--- config.mk ---
export PLATFORM = sky130hd
export DESIGN_NAME = turn_rate_profile
export DESIGN_NICKNAME = d
export VERILOG_FILES = /design/src/design/trp_pkg.sv /design/src/design/trp_div.sv /design/src/design/turn_rate_profile.sv
export SDC_FILE = /design/constraint.sdc
export NUM_CORES = 2
export LEC_CHECK = 0
export BUFFER_PORTS_ARGS = -buffer_cell sky130_fd_sc_hd__buf_2
export CAP_MARGIN = 20
export CORE_ASPECT_RATIO = 1.5
export CORE_MARGIN = 5
export CORE_UTILIZATION = 34
export CTS_BUF_LIST = sky130_fd_sc_hd__clkbuf_4
export DETAILED_ROUTE_END_ITERATION = 10
export PLACE_DENSITY = 0.49
export RECOVER_POWER = 100
export SKIP_CTS_REPAIR_TIMING = 1
export SLEW_MARGIN = 20
export SYNTH_ARGS = -nofsm -noshare
export SYNTH_HDL_FRONTEND = slang
export SYNTH_SLANG_ARGS = --single-unit
--- constraint.sdc ---
create_clock -name i_clk -period 8.3 [get_ports i_clk]
set_input_delay 0.415 -clock i_clk [delete_from_list [all_inputs] [get_ports i_clk]]
set_output_delay 0.415 -clock i_clk [all_outputs]
set_load 0.02 [all_outputs]
--- src/design/trp_pkg.sv ---
// -----------------------------------------------------------------------------
// trp_pkg
// Widths, reset values, register map and shared types of the turn rate block.
// -----------------------------------------------------------------------------
package trp_pkg;

    // field widths
    localparam int RATE_W     = 21;   // max_rate, min_rate
    localparam int ANG_W      = 20;   // slowdown_angle, tolerance
    localparam int HEAD_W     = 25;   // heading, signed
    localparam int TURN_W     = 21;   // turn_angle, signed
    localparam int TGT_W      = 26;   // target heading, signed
    localparam int REM_W      = 27;   // remaining angle, signed
    localparam int MAG_W      = 26;   // |remaining|
    localparam int YAW_W      = 22;   // yaw_rate, signed

    // ramp arithmetic
    localparam int PROD_W     = RATE_W + ANG_W;  // |max - min| * (|rem| - tol)
    localparam int QUO_W      = RATE_W;          // quotient never exceeds |max - min|
    localparam int DIV_STEPS  = PROD_W;          // one quotient bit per cycle
    localparam int CNT_W      = $clog2(DIV_STEPS + 1);

    // stream and bus widths
    localparam int IN_TDATA_W  = 48;
    localparam int OUT_TDATA_W = 56;
    localparam int APB_AW      = 4;
    localparam int APB_DW      = 32;

    // reset values of the registers
    localparam logic [RATE_W-1:0] MAX_RATE_RST = RATE_W'(90000);
    localparam logic [RATE_W-1:0] MIN_RATE_RST = RATE_W'(10000);
    localparam logic [ANG_W-1:0]  SLOW_RST     = ANG_W'(30000);
    localparam logic [ANG_W-1:0]  TOL_RST      = ANG_W'(1000);

    // register indexes (byte address 4*index)
    localparam logic [1:0] REG_MAX_RATE = 2'd0;
    localparam logic [1:0] REG_MIN_RATE = 2'd1;
    localparam logic [1:0] REG_SLOWDOWN = 2'd2;
    localparam logic [1:0] REG_TOL      = 2'd3;

    // operation codes
    localparam logic OP_START  = 1'b0;
    localparam logic OP_UPDATE = 1'b1;

    // divider status
    typedef struct packed {
        logic busy;
        logic done;
    } t_div_sts;

endpackage

--- src/design/trp_div.sv ---
// -----------------------------------------------------------------------------
// trp_div
// Restoring unsigned divider, one quotient bit per cycle.
// -----------------------------------------------------------------------------
module trp_div import trp_pkg::*; (
    input  logic              i_clk,
    input  logic              i_rst_n,
    input  logic              i_start,
    input  logic [PROD_W-1:0] i_dividend,
    input  logic [ANG_W-1:0]  i_divisor,
    output logic [QUO_W-1:0]  o_quotient,
    output t_div_sts          o_sts
);

    logic [PROD_W-1:0] r_quo;     // dividend shifts out, quotient shifts in
    logic [ANG_W-1:0]  r_rem;
    logic [ANG_W-1:0]  r_div;
    logic [CNT_W-1:0]  r_cnt;
    logic              r_busy;
    logic              r_done;

    logic [ANG_W:0]    w_shift;
    logic [ANG_W:0]    w_diff;
    logic              w_ge;

    // shift-compare-subtract step
    assign w_shift = {r_rem, r_quo[PROD_W-1]};
    assign w_ge    = (w_shift >= {1'b0, r_div});
    assign w_diff  = w_shift - {1'b0, r_div};

    // control
    always_ff @(posedge i_clk) begin
        if (!i_rst_n) begin
            r_busy <= 1'b0;
            r_done <= 1'b0;
            r_cnt  <= '0;
        end else begin
            r_done <= 1'b0;
            if (i_start) begin
                r_busy <= 1'b1;
                r_cnt  <= CNT_W'(DIV_STEPS);
            end else if (r_busy) begin
                r_cnt <= r_cnt - 1'b1;
                if (r_cnt == CNT_W'(1)) begin
                    r_busy <= 1'b0;
                    r_done <= 1'b1;
                end
            end
        end
    end

    // datapath
    always_ff @(posedge i_clk) begin
        if (i_start) begin
            r_quo <= i_dividend;
            r_rem <= '0;
            r_div <= i_divisor;
        end else if (r_busy) begin
            r_quo <= {r_quo[PROD_W-2:0], w_ge};
            r_rem <= w_ge ? w_diff[ANG_W-1:0] : w_shift[ANG_W-1:0];
        end
    end

    assign o_quotient = r_quo[QUO_W-1:0];
    assign o_sts      = '{busy: r_busy, done: r_done};

endmodule

--- src/design/turn_rate_profile.sv ---
// -----------------------------------------------------------------------------
// turn_rate_profile
// Yaw rate command for a relative turn with a linear slowdown ramp.
// -----------------------------------------------------------------------------
//  channel   dir  handshake               payload
//  s_axis    in   tvalid/tready           tdata: heading, turn_angle; tuser: operation
//  m_axis    out  tvalid/tready           tdata: yaw_rate, remaining; tuser: done_res
//  apb       in   psel/penable, pready=1  four 32-bit registers at 0x0..0xC
//
//  Start beats and updates without a ramp pass ST_ABS, ST_DECIDE and ST_OUT.
//  A ramp update also passes ST_MUL, ST_DSTART and ST_DIV, where it waits on
//  the 41-step bit-serial divider.
//  One item is in work at a time; tready is high only in the idle state.
//  The result register frees the core: a stalled result holds while the next
//  beat is accepted, and a finished item waits only if that register is full.
//  Reset is synchronous; it restores register defaults and marks no turn active.
// -----------------------------------------------------------------------------
module turn_rate_profile import trp_pkg::*; (
    input  logic                   i_clk,
    input  logic                   i_rst_n,
    // input stream
    input  logic                   i_s_axis_tvalid,
    output logic                   o_s_axis_tready,
    input  logic [IN_TDATA_W-1:0]  i_s_axis_tdata,   // [24:0] heading, [45:25] turn_angle
    input  logic                   i_s_axis_tuser,   // [0] operation
    // output stream
    output logic                   o_m_axis_tvalid,
    input  logic                   i_m_axis_tready,
    output logic [OUT_TDATA_W-1:0] o_m_axis_tdata,   // [21:0] yaw_rate, [48:22] remaining
    output logic                   o_m_axis_tuser,   // [0] done_res
    // configuration
    input  logic                   psel,
    input  logic                   penable,
    input  logic                   pwrite,
    input  logic [APB_AW-1:0]      paddr,
    input  logic [APB_DW-1:0]      pwdata,
    output logic [APB_DW-1:0]      prdata,
    output logic                   pready
);

    localparam logic [2:0] ST_IDLE   = 3'd0;
    localparam logic [2:0] ST_ABS    = 3'd1;
    localparam logic [2:0] ST_DECIDE = 3'd2;
    localparam logic [2:0] ST_MUL    = 3'd3;
    localparam logic [2:0] ST_DSTART = 3'd4;
    localparam logic [2:0] ST_DIV    = 3'd5;
    localparam logic [2:0] ST_OUT    = 3'd6;

    // configuration registers
    logic [RATE_W-1:0] r_max_rate;
    logic [RATE_W-1:0] r_min_rate;
    logic [ANG_W-1:0]  r_slow;
    logic [ANG_W-1:0]  r_tol;

    // turn state
    logic [TGT_W-1:0]  r_target;
    logic              r_turn_done;

    // sequencer and working registers
    logic [2:0]        r_state;
    logic [2:0]        n_state;
    logic              r_op;
    logic [REM_W-1:0]  r_rem;
    logic [MAG_W-1:0]  r_mag;
    logic [ANG_W-1:0]  r_delta;
    logic [ANG_W-1:0]  r_span;
    logic [RATE_W-1:0] r_abs_diff;
    logic              r_diff_neg;
    logic [PROD_W-1:0] r_prod;
    logic [YAW_W-1:0]  r_rate;

    // output register
    logic                   r_m_valid;
    logic [OUT_TDATA_W-1:0] r_m_data;
    logic                   r_m_user;

    // combinational helpers
    logic              w_s_fire;
    logic              w_cfg_wr;
    logic              w_out_load;
    logic [HEAD_W-1:0] w_head;
    logic [TURN_W-1:0] w_turn;
    logic [REM_W-1:0]  w_head_x;
    logic [REM_W-1:0]  w_abs;
    logic [MAG_W-1:0]  w_tol_x;
    logic [MAG_W-1:0]  w_slow_x;
    logic [MAG_W-1:0]  w_delta;
    logic [YAW_W-1:0]  w_diff;
    logic [YAW_W-1:0]  w_max_s;
    logic [YAW_W:0]    w_q_s;
    logic [YAW_W:0]    w_ramp;
    logic [YAW_W:0]    w_ramp_s;
    logic              w_div_start;
    logic [QUO_W-1:0]  w_quo;
    t_div_sts          w_div_sts;

    assign o_s_axis_tready = (r_state == ST_IDLE);
    assign w_s_fire        = i_s_axis_tvalid & o_s_axis_tready;
    assign w_head          = i_s_axis_tdata[HEAD_W-1:0];
    assign w_turn          = i_s_axis_tdata[HEAD_W +: TURN_W];
    assign w_head_x        = {{(REM_W-HEAD_W){w_head[HEAD_W-1]}}, w_head};

    // APB register file
    assign pready   = 1'b1;
    assign w_cfg_wr = psel & penable & pwrite & pready;

    always_ff @(posedge i_clk) begin
        if (!i_rst_n) begin
            r_max_rate <= MAX_RATE_RST;
            r_min_rate <= MIN_RATE_RST;
            r_slow     <= SLOW_RST;
            r_tol      <= TOL_RST;
        end else if (w_cfg_wr) begin
            unique case (paddr[3:2])
                REG_MAX_RATE: r_max_rate <= pwdata[RATE_W-1:0];
                REG_MIN_RATE: r_min_rate <= pwdata[RATE_W-1:0];
                REG_SLOWDOWN: r_slow     <= pwdata[ANG_W-1:0];
                REG_TOL:      r_tol      <= pwdata[ANG_W-1:0];
            endcase
        end
    end

    always_comb begin
        unique case (paddr[3:2])
            REG_MAX_RATE: prdata = {{(APB_DW-RATE_W){1'b0}}, r_max_rate};
            REG_MIN_RATE: prdata = {{(APB_DW-RATE_W){1'b0}}, r_min_rate};
            REG_SLOWDOWN: prdata = {{(APB_DW-ANG_W){1'b0}}, r_slow};
            REG_TOL:      prdata = {{(APB_DW-ANG_W){1'b0}}, r_tol};
        endcase
    end

    // decision datapath
    assign w_abs    = r_rem[REM_W-1] ? (REM_W'(0) - r_rem) : r_rem;
    assign w_tol_x  = {{(MAG_W-ANG_W){1'b0}}, r_tol};
    assign w_slow_x = {{(MAG_W-ANG_W){1'b0}}, r_slow};
    assign w_delta  = r_mag - w_tol_x;
    assign w_diff   = {1'b0, r_max_rate} - {1'b0, r_min_rate};
    assign w_max_s  = r_rem[REM_W-1] ? (YAW_W'(0) - {1'b0, r_max_rate})
                                     : {1'b0, r_max_rate};

    // ramp result: min + signed quotient, then sign of remaining angle
    assign w_q_s    = r_diff_neg ? ((YAW_W+1)'(0) - {2'b00, w_quo}) : {2'b00, w_quo};
    assign w_ramp   = {2'b00, r_min_rate} + w_q_s;
    assign w_ramp_s = r_rem[REM_W-1] ? ((YAW_W+1)'(0) - w_ramp) : w_ramp;

    assign w_div_start = (r_state == ST_DSTART);
    assign w_out_load  = (r_state == ST_OUT) && (!r_m_valid || i_m_axis_tready);

    // sequencer
    always_comb begin
        n_state = r_state;
        unique case (r_state)
            ST_IDLE:   if (w_s_fire) n_state = ST_ABS;
            ST_ABS:    n_state = ST_DECIDE;
            ST_DECIDE: begin
                if (r_op == OP_UPDATE && !r_turn_done && r_mag > w_tol_x
                    && r_mag < w_slow_x && r_slow > r_tol) begin
                    n_state = ST_MUL;
                end else begin
                    n_state = ST_OUT;
                end
            end
            ST_MUL:    n_state = ST_DSTART;
            ST_DSTART: n_state = ST_DIV;
            ST_DIV:    if (w_div_sts.done) n_state = ST_OUT;
            ST_OUT:    if (w_out_load) n_state = ST_IDLE;
            default:   n_state = ST_IDLE;
        endcase
    end

    always_ff @(posedge i_clk) begin
        if (!i_rst_n) begin
            r_state <= ST_IDLE;
        end else begin
            r_state <= n_state;
        end
    end

    // turn state
    always_ff @(posedge i_clk) begin
        if (!i_rst_n) begin
            r_target    <= '0;
            r_turn_done <= 1'b1;
        end else if (w_s_fire && i_s_axis_tuser == OP_START) begin
            r_target    <= {w_head[HEAD_W-1], w_head}
                         + {{(TGT_W-TURN_W){w_turn[TURN_W-1]}}, w_turn};
            r_turn_done <= 1'b0;
        end else if (r_state == ST_DECIDE && r_op == OP_UPDATE && !r_turn_done
                     && r_mag <= w_tol_x) begin
            r_turn_done <= 1'b1;
        end
    end

    // working registers
    always_ff @(posedge i_clk) begin
        unique case (r_state)
            ST_IDLE: begin
                if (w_s_fire) begin
                    r_op <= i_s_axis_tuser;
                    if (i_s_axis_tuser == OP_START) begin
                        r_rem <= {{(REM_W-TURN_W){w_turn[TURN_W-1]}}, w_turn};
                    end else begin
                        r_rem <= {r_target[TGT_W-1], r_target} - w_head_x;
                    end
                end
            end
            ST_ABS: r_mag <= w_abs[MAG_W-1:0];
            ST_DECIDE: begin
                r_delta    <= w_delta[ANG_W-1:0];
                r_span     <= r_slow - r_tol;
                r_diff_neg <= w_diff[YAW_W-1];
                r_abs_diff <= w_diff[YAW_W-1] ? RATE_W'(YAW_W'(0) - w_diff)
                                              : w_diff[RATE_W-1:0];
                // rate 0 for start, idle turn or arrival; max rate outside the ramp
                if (r_op == OP_UPDATE && !r_turn_done && r_mag > w_tol_x) begin
                    r_rate <= w_max_s;
                end else begin
                    r_rate <= '0;
                end
            end
            ST_MUL: r_prod <= r_abs_diff * r_delta;
            ST_DIV: if (w_div_sts.done) r_rate <= w_ramp_s[YAW_W-1:0];
            default: ;
        endcase
    end

    // divider for the ramp quotient
    trp_div u_div (
        .i_clk      (i_clk),
        .i_rst_n    (i_rst_n),
        .i_start    (w_div_start),
        .i_dividend (r_prod),
        .i_divisor  (r_span),
        .o_quotient (w_quo),
        .o_sts      (w_div_sts)
    );

    // result register
    always_ff @(posedge i_clk) begin
        if (!i_rst_n) begin
            r_m_valid <= 1'b0;
        end else if (w_out_load) begin
            r_m_valid <= 1'b1;
        end else if (i_m_axis_tready) begin
            r_m_valid <= 1'b0;
        end
    end

    always_ff @(posedge i_clk) begin
        if (w_out_load) begin
            r_m_data <= {{(OUT_TDATA_W-REM_W-YAW_W){1'b0}}, r_rem, r_rate};
            r_m_user <= r_turn_done;
        end
    end

    assign o_m_axis_tvalid = r_m_valid;
    assign o_m_axis_tdata  = r_m_data;
    assign o_m_axis_tuser  = r_m_user;

endmodule

==> results.json <==
{
  "status": "complete, but fails checks",
  "violations": "negative hold slack, max-capacitance violations, max-slew violations",
  "post_drt_wl_per_cell_um": 19.5,
  "vias": 30600,
  "worstMarginPinSlew_ns": 3.59,
  "grt_pass1_wl_um": 185000,
  "max_cap_viol_count": 15,
  "fp.dieW_um": 289,
  "relSlewSlack": -1.39,
  "firstDrtPassIters": 5,
  "clock_skew_ns": 0.0947,
  "die_h_um": 429,
  "layout.nets": 5267,
  "drt_iter0_markers": 1437,
  "max_freq_ghz": 0.126,
  "fin_crit_sh": 0.959,
  "rr_endpoint": "r_prod[39]",
  "clk_pin_slew_worst_paths_ns": 0.07,
  "syn_inst": 4269,
  "yosys-top-cells-area": "edfxtp_1 22%, fa_1 17%, ha_1 10%, dfxtp_1 7.1%, nand2_1 6.3%",
  "hold_viol": 1,
  "clockRootBuffer": "clkbuf_4",
  "fin_crit_ns": 7.96,
  "reg2reg_slack_ns": 0.34,
  "grt_max_degree": 67,
  "hpwl_um": 97300,
  "worst_ep_arrival_time_ns": 8.76,
  "r2r_start": "r_delta[5]",
  "synth_cell_types": 87,
  "core_um2": 116000,
  "nFillCells": 12000,
  "io_pins": 184,
  "cp_max_fo": 10,
  "clk_latency_ns": 1.02,
  "route.detailed.drc": 0,
  "crit_type": "reg2reg",
  "reg2reg_depth": 25,
  "place_ws_ns": 0.302,
  "initial_core_util": 0.342,
  "synth-edff-count": 290,
  "ys_top_cells_by_count": "665 x nand2_1, 569 x inv_1, 345 x fa_1",
  "synth_top_area_frac": 0.219,
  "yosysWarnings": 0,
  "slew_viol_final": 615,
  "yosysTopAreaCell": "edfxtp_1",
  "drive_gt1_frac": 0.0844,
  "cts_buffers": 108,
  "multi_input_area_um2": 25400,
  "antenna_found_initial": 9,
  "worst_setup_path_start_kind": "register",
  "grt_pass1_vias": 32000,
  "rsz0062_at_grt": "false",
  "io_buffers": 149,
  "setup_ws_ns": 0.337,
  "num_rows": 153,
  "htree_num_levels": 3,
  "overflow": 0,
  "wirelength_um": 120000,
  "cp-endpoint": "r_prod[39]",
  "synth.cell_area_um2": 39800,
  "final-setup-viol-count": 0,
  "synth_most_common_cell": "nand2_1",
  "clock_path_buffers": 3,
  "ys.flop_type": "edfxtp_1",
  "place_congestion": 0.912,
  "clock-sinks": 431,
  "tns_ns": 0,
  "ys_seq_area_frac": 0.290,
  "syn2layout_area_growth_pct": 10.9,
  "critPathRequiredTime_ns": 9.09,
  "synth-seq-cells": 431,
  "grt.total_usage": 0.193,
  "hold_path_depth": 4,
  "min_path_type": "in2reg",
  "dieArea_um2": 124000,
  "seq_area_um2": 11500,
  "vias_per_cell": 4.98,
  "postRouteAntennaNets": 0,
  "cts_tree": "yes",
  "worstSetupStartpoint": "r_delta[5]",
  "whs_ns": -0.0193,
  "endpoint_kind": "register",
  "syn_avg_cell_area_um2": 9.32,
  "async_flop_share": 0
}
==> layer usage <==
layer | GRT usage | wire length (um) | vias up | share of wire
li1 | - | - | 14800 | -
met1 | 0.203 | 44200 | 15000 | 0.37
met2 | 0.371 | 65700 | 637 | 0.55
met3 | 0.0347 | 4900 | 238 | 0.041
met4 | 0.0831 | 5260 | 0 | 0.044
met5 | 0 | 0 | - | 0
==> area by class of cell <==
| class | instances | area share |
|---|---|---|
| repair buffers | 292 | 0.0403 |
| diodes | 5 | 0.000283 |
| well taps | 1550 | 0.0439 |
| flip-flops and latches | 431 | 0.261 |
| inverters | 569 | 0.0484 |
| clock inverters | 50 | 0.00621 |
| clock buffers | 148 | 0.0252 |
| multi-input cells | 3098 | 0.575 |
==> cells by family (layout without fill, tap and decap cells) <==
group	count (synthesis)	count (layout)	share of synthesized area
AND/OR/NAND/NOR	1371	1371	0.164
AO/OA/AOI/OAI	736	736	0.121
multiplexers	57	57	0.0211
adder cells (fa/ha/maj)	675	675	0.277
flip-flops	431	431	0.290
buffers and inverters	757	1059	0.0735
other	2	24	0.000189
XOR/XNOR	240	240	0.0528
==> registers in the layout, summed over array words and instances, names as in the netlist, 22 cells and up <==
name and flops:
o_m_axis_tdata 49, r_prod 41, u_div.r_quo 41, r_rem 27
r_mag 26, r_target 26, r_rate 22
==> worst max-delay path, cell delays in order (launching register included) <==
cell	delay, ns
edfxtp_1	0.60
buf_4	0.27
and2_0	0.15
fa_1	0.41
fa_1	0.55
inv_1	0.06
fa_1	0.53
inv_1	0.04
ha_1	0.28
ha_1	0.32
fa_1	0.53
inv_1	0.05
fa_1	0.53
inv_1	0.05
ha_1	0.32
a21o_1	0.19
or3_1	0.33
o211ai_1	0.36
a2111oi_0	0.22
o31ai_1	0.25
clkbuf_1	0.32
nand4b_1	0.21
and3_1	0.31
o21ai_1	0.29
or4b_1	0.47
o211ai_1	0.10
==> layout by cell type, fill, tap and decap left out, types with 41 or more instances in the layout <==
cell           count
o21ai_0          159
nor2_1           148
buf_4             67
clkbuf_1          96
xnor2_1          152
edfxtp_1         290
xor2_1            88
dfxtp_1          141
nand2b_1          41
ha_1             330
a21o_1            76
a21oi_1          200
fa_1             345
and2_1           211
nand2_1          665
inv_1            567
nor3_1            52
buf_2             76
dlygate4sd3_1     50
clkbuf_4         150
nand3_1           52
==> metrics by stage <==
stage / util / std cells / cell area [um2] / hold WS, ns
after global placement: 0.366 / 5886 / 42500 / 0.401
after floorplan: - / 4286 / 39900 / 0.400
after global routing: 0.380 / 6142 / 44100 / -0.0202
final: 0.380 / 6143 / 44100 / -0.0193
after detailed placement: 0.366 / 5886 / 42500 / 0.405
after CTS: 0.378 / 6084 / 43900 / -0.469
==> worst min path at each step <==
stage                                  start                end  slack [ns]
final                     i_s_axis_tdata[17]       r_target[17]       -0.02
after global routing      i_s_axis_tdata[17]       r_target[17]       -0.02
after CTS                         pwdata[20]     r_min_rate[20]       -0.47
after detailed placement           r_rate[1]  o_m_axis_tdata[1]        0.40
after global placement            r_span[16]    u_div.r_div[16]        0.40
after floorplan                    r_rate[0]  o_m_axis_tdata[0]        0.40
Power is not shown: default switching activity piles up to over one toggle a cycle in this logic, so the estimate is an artifact.
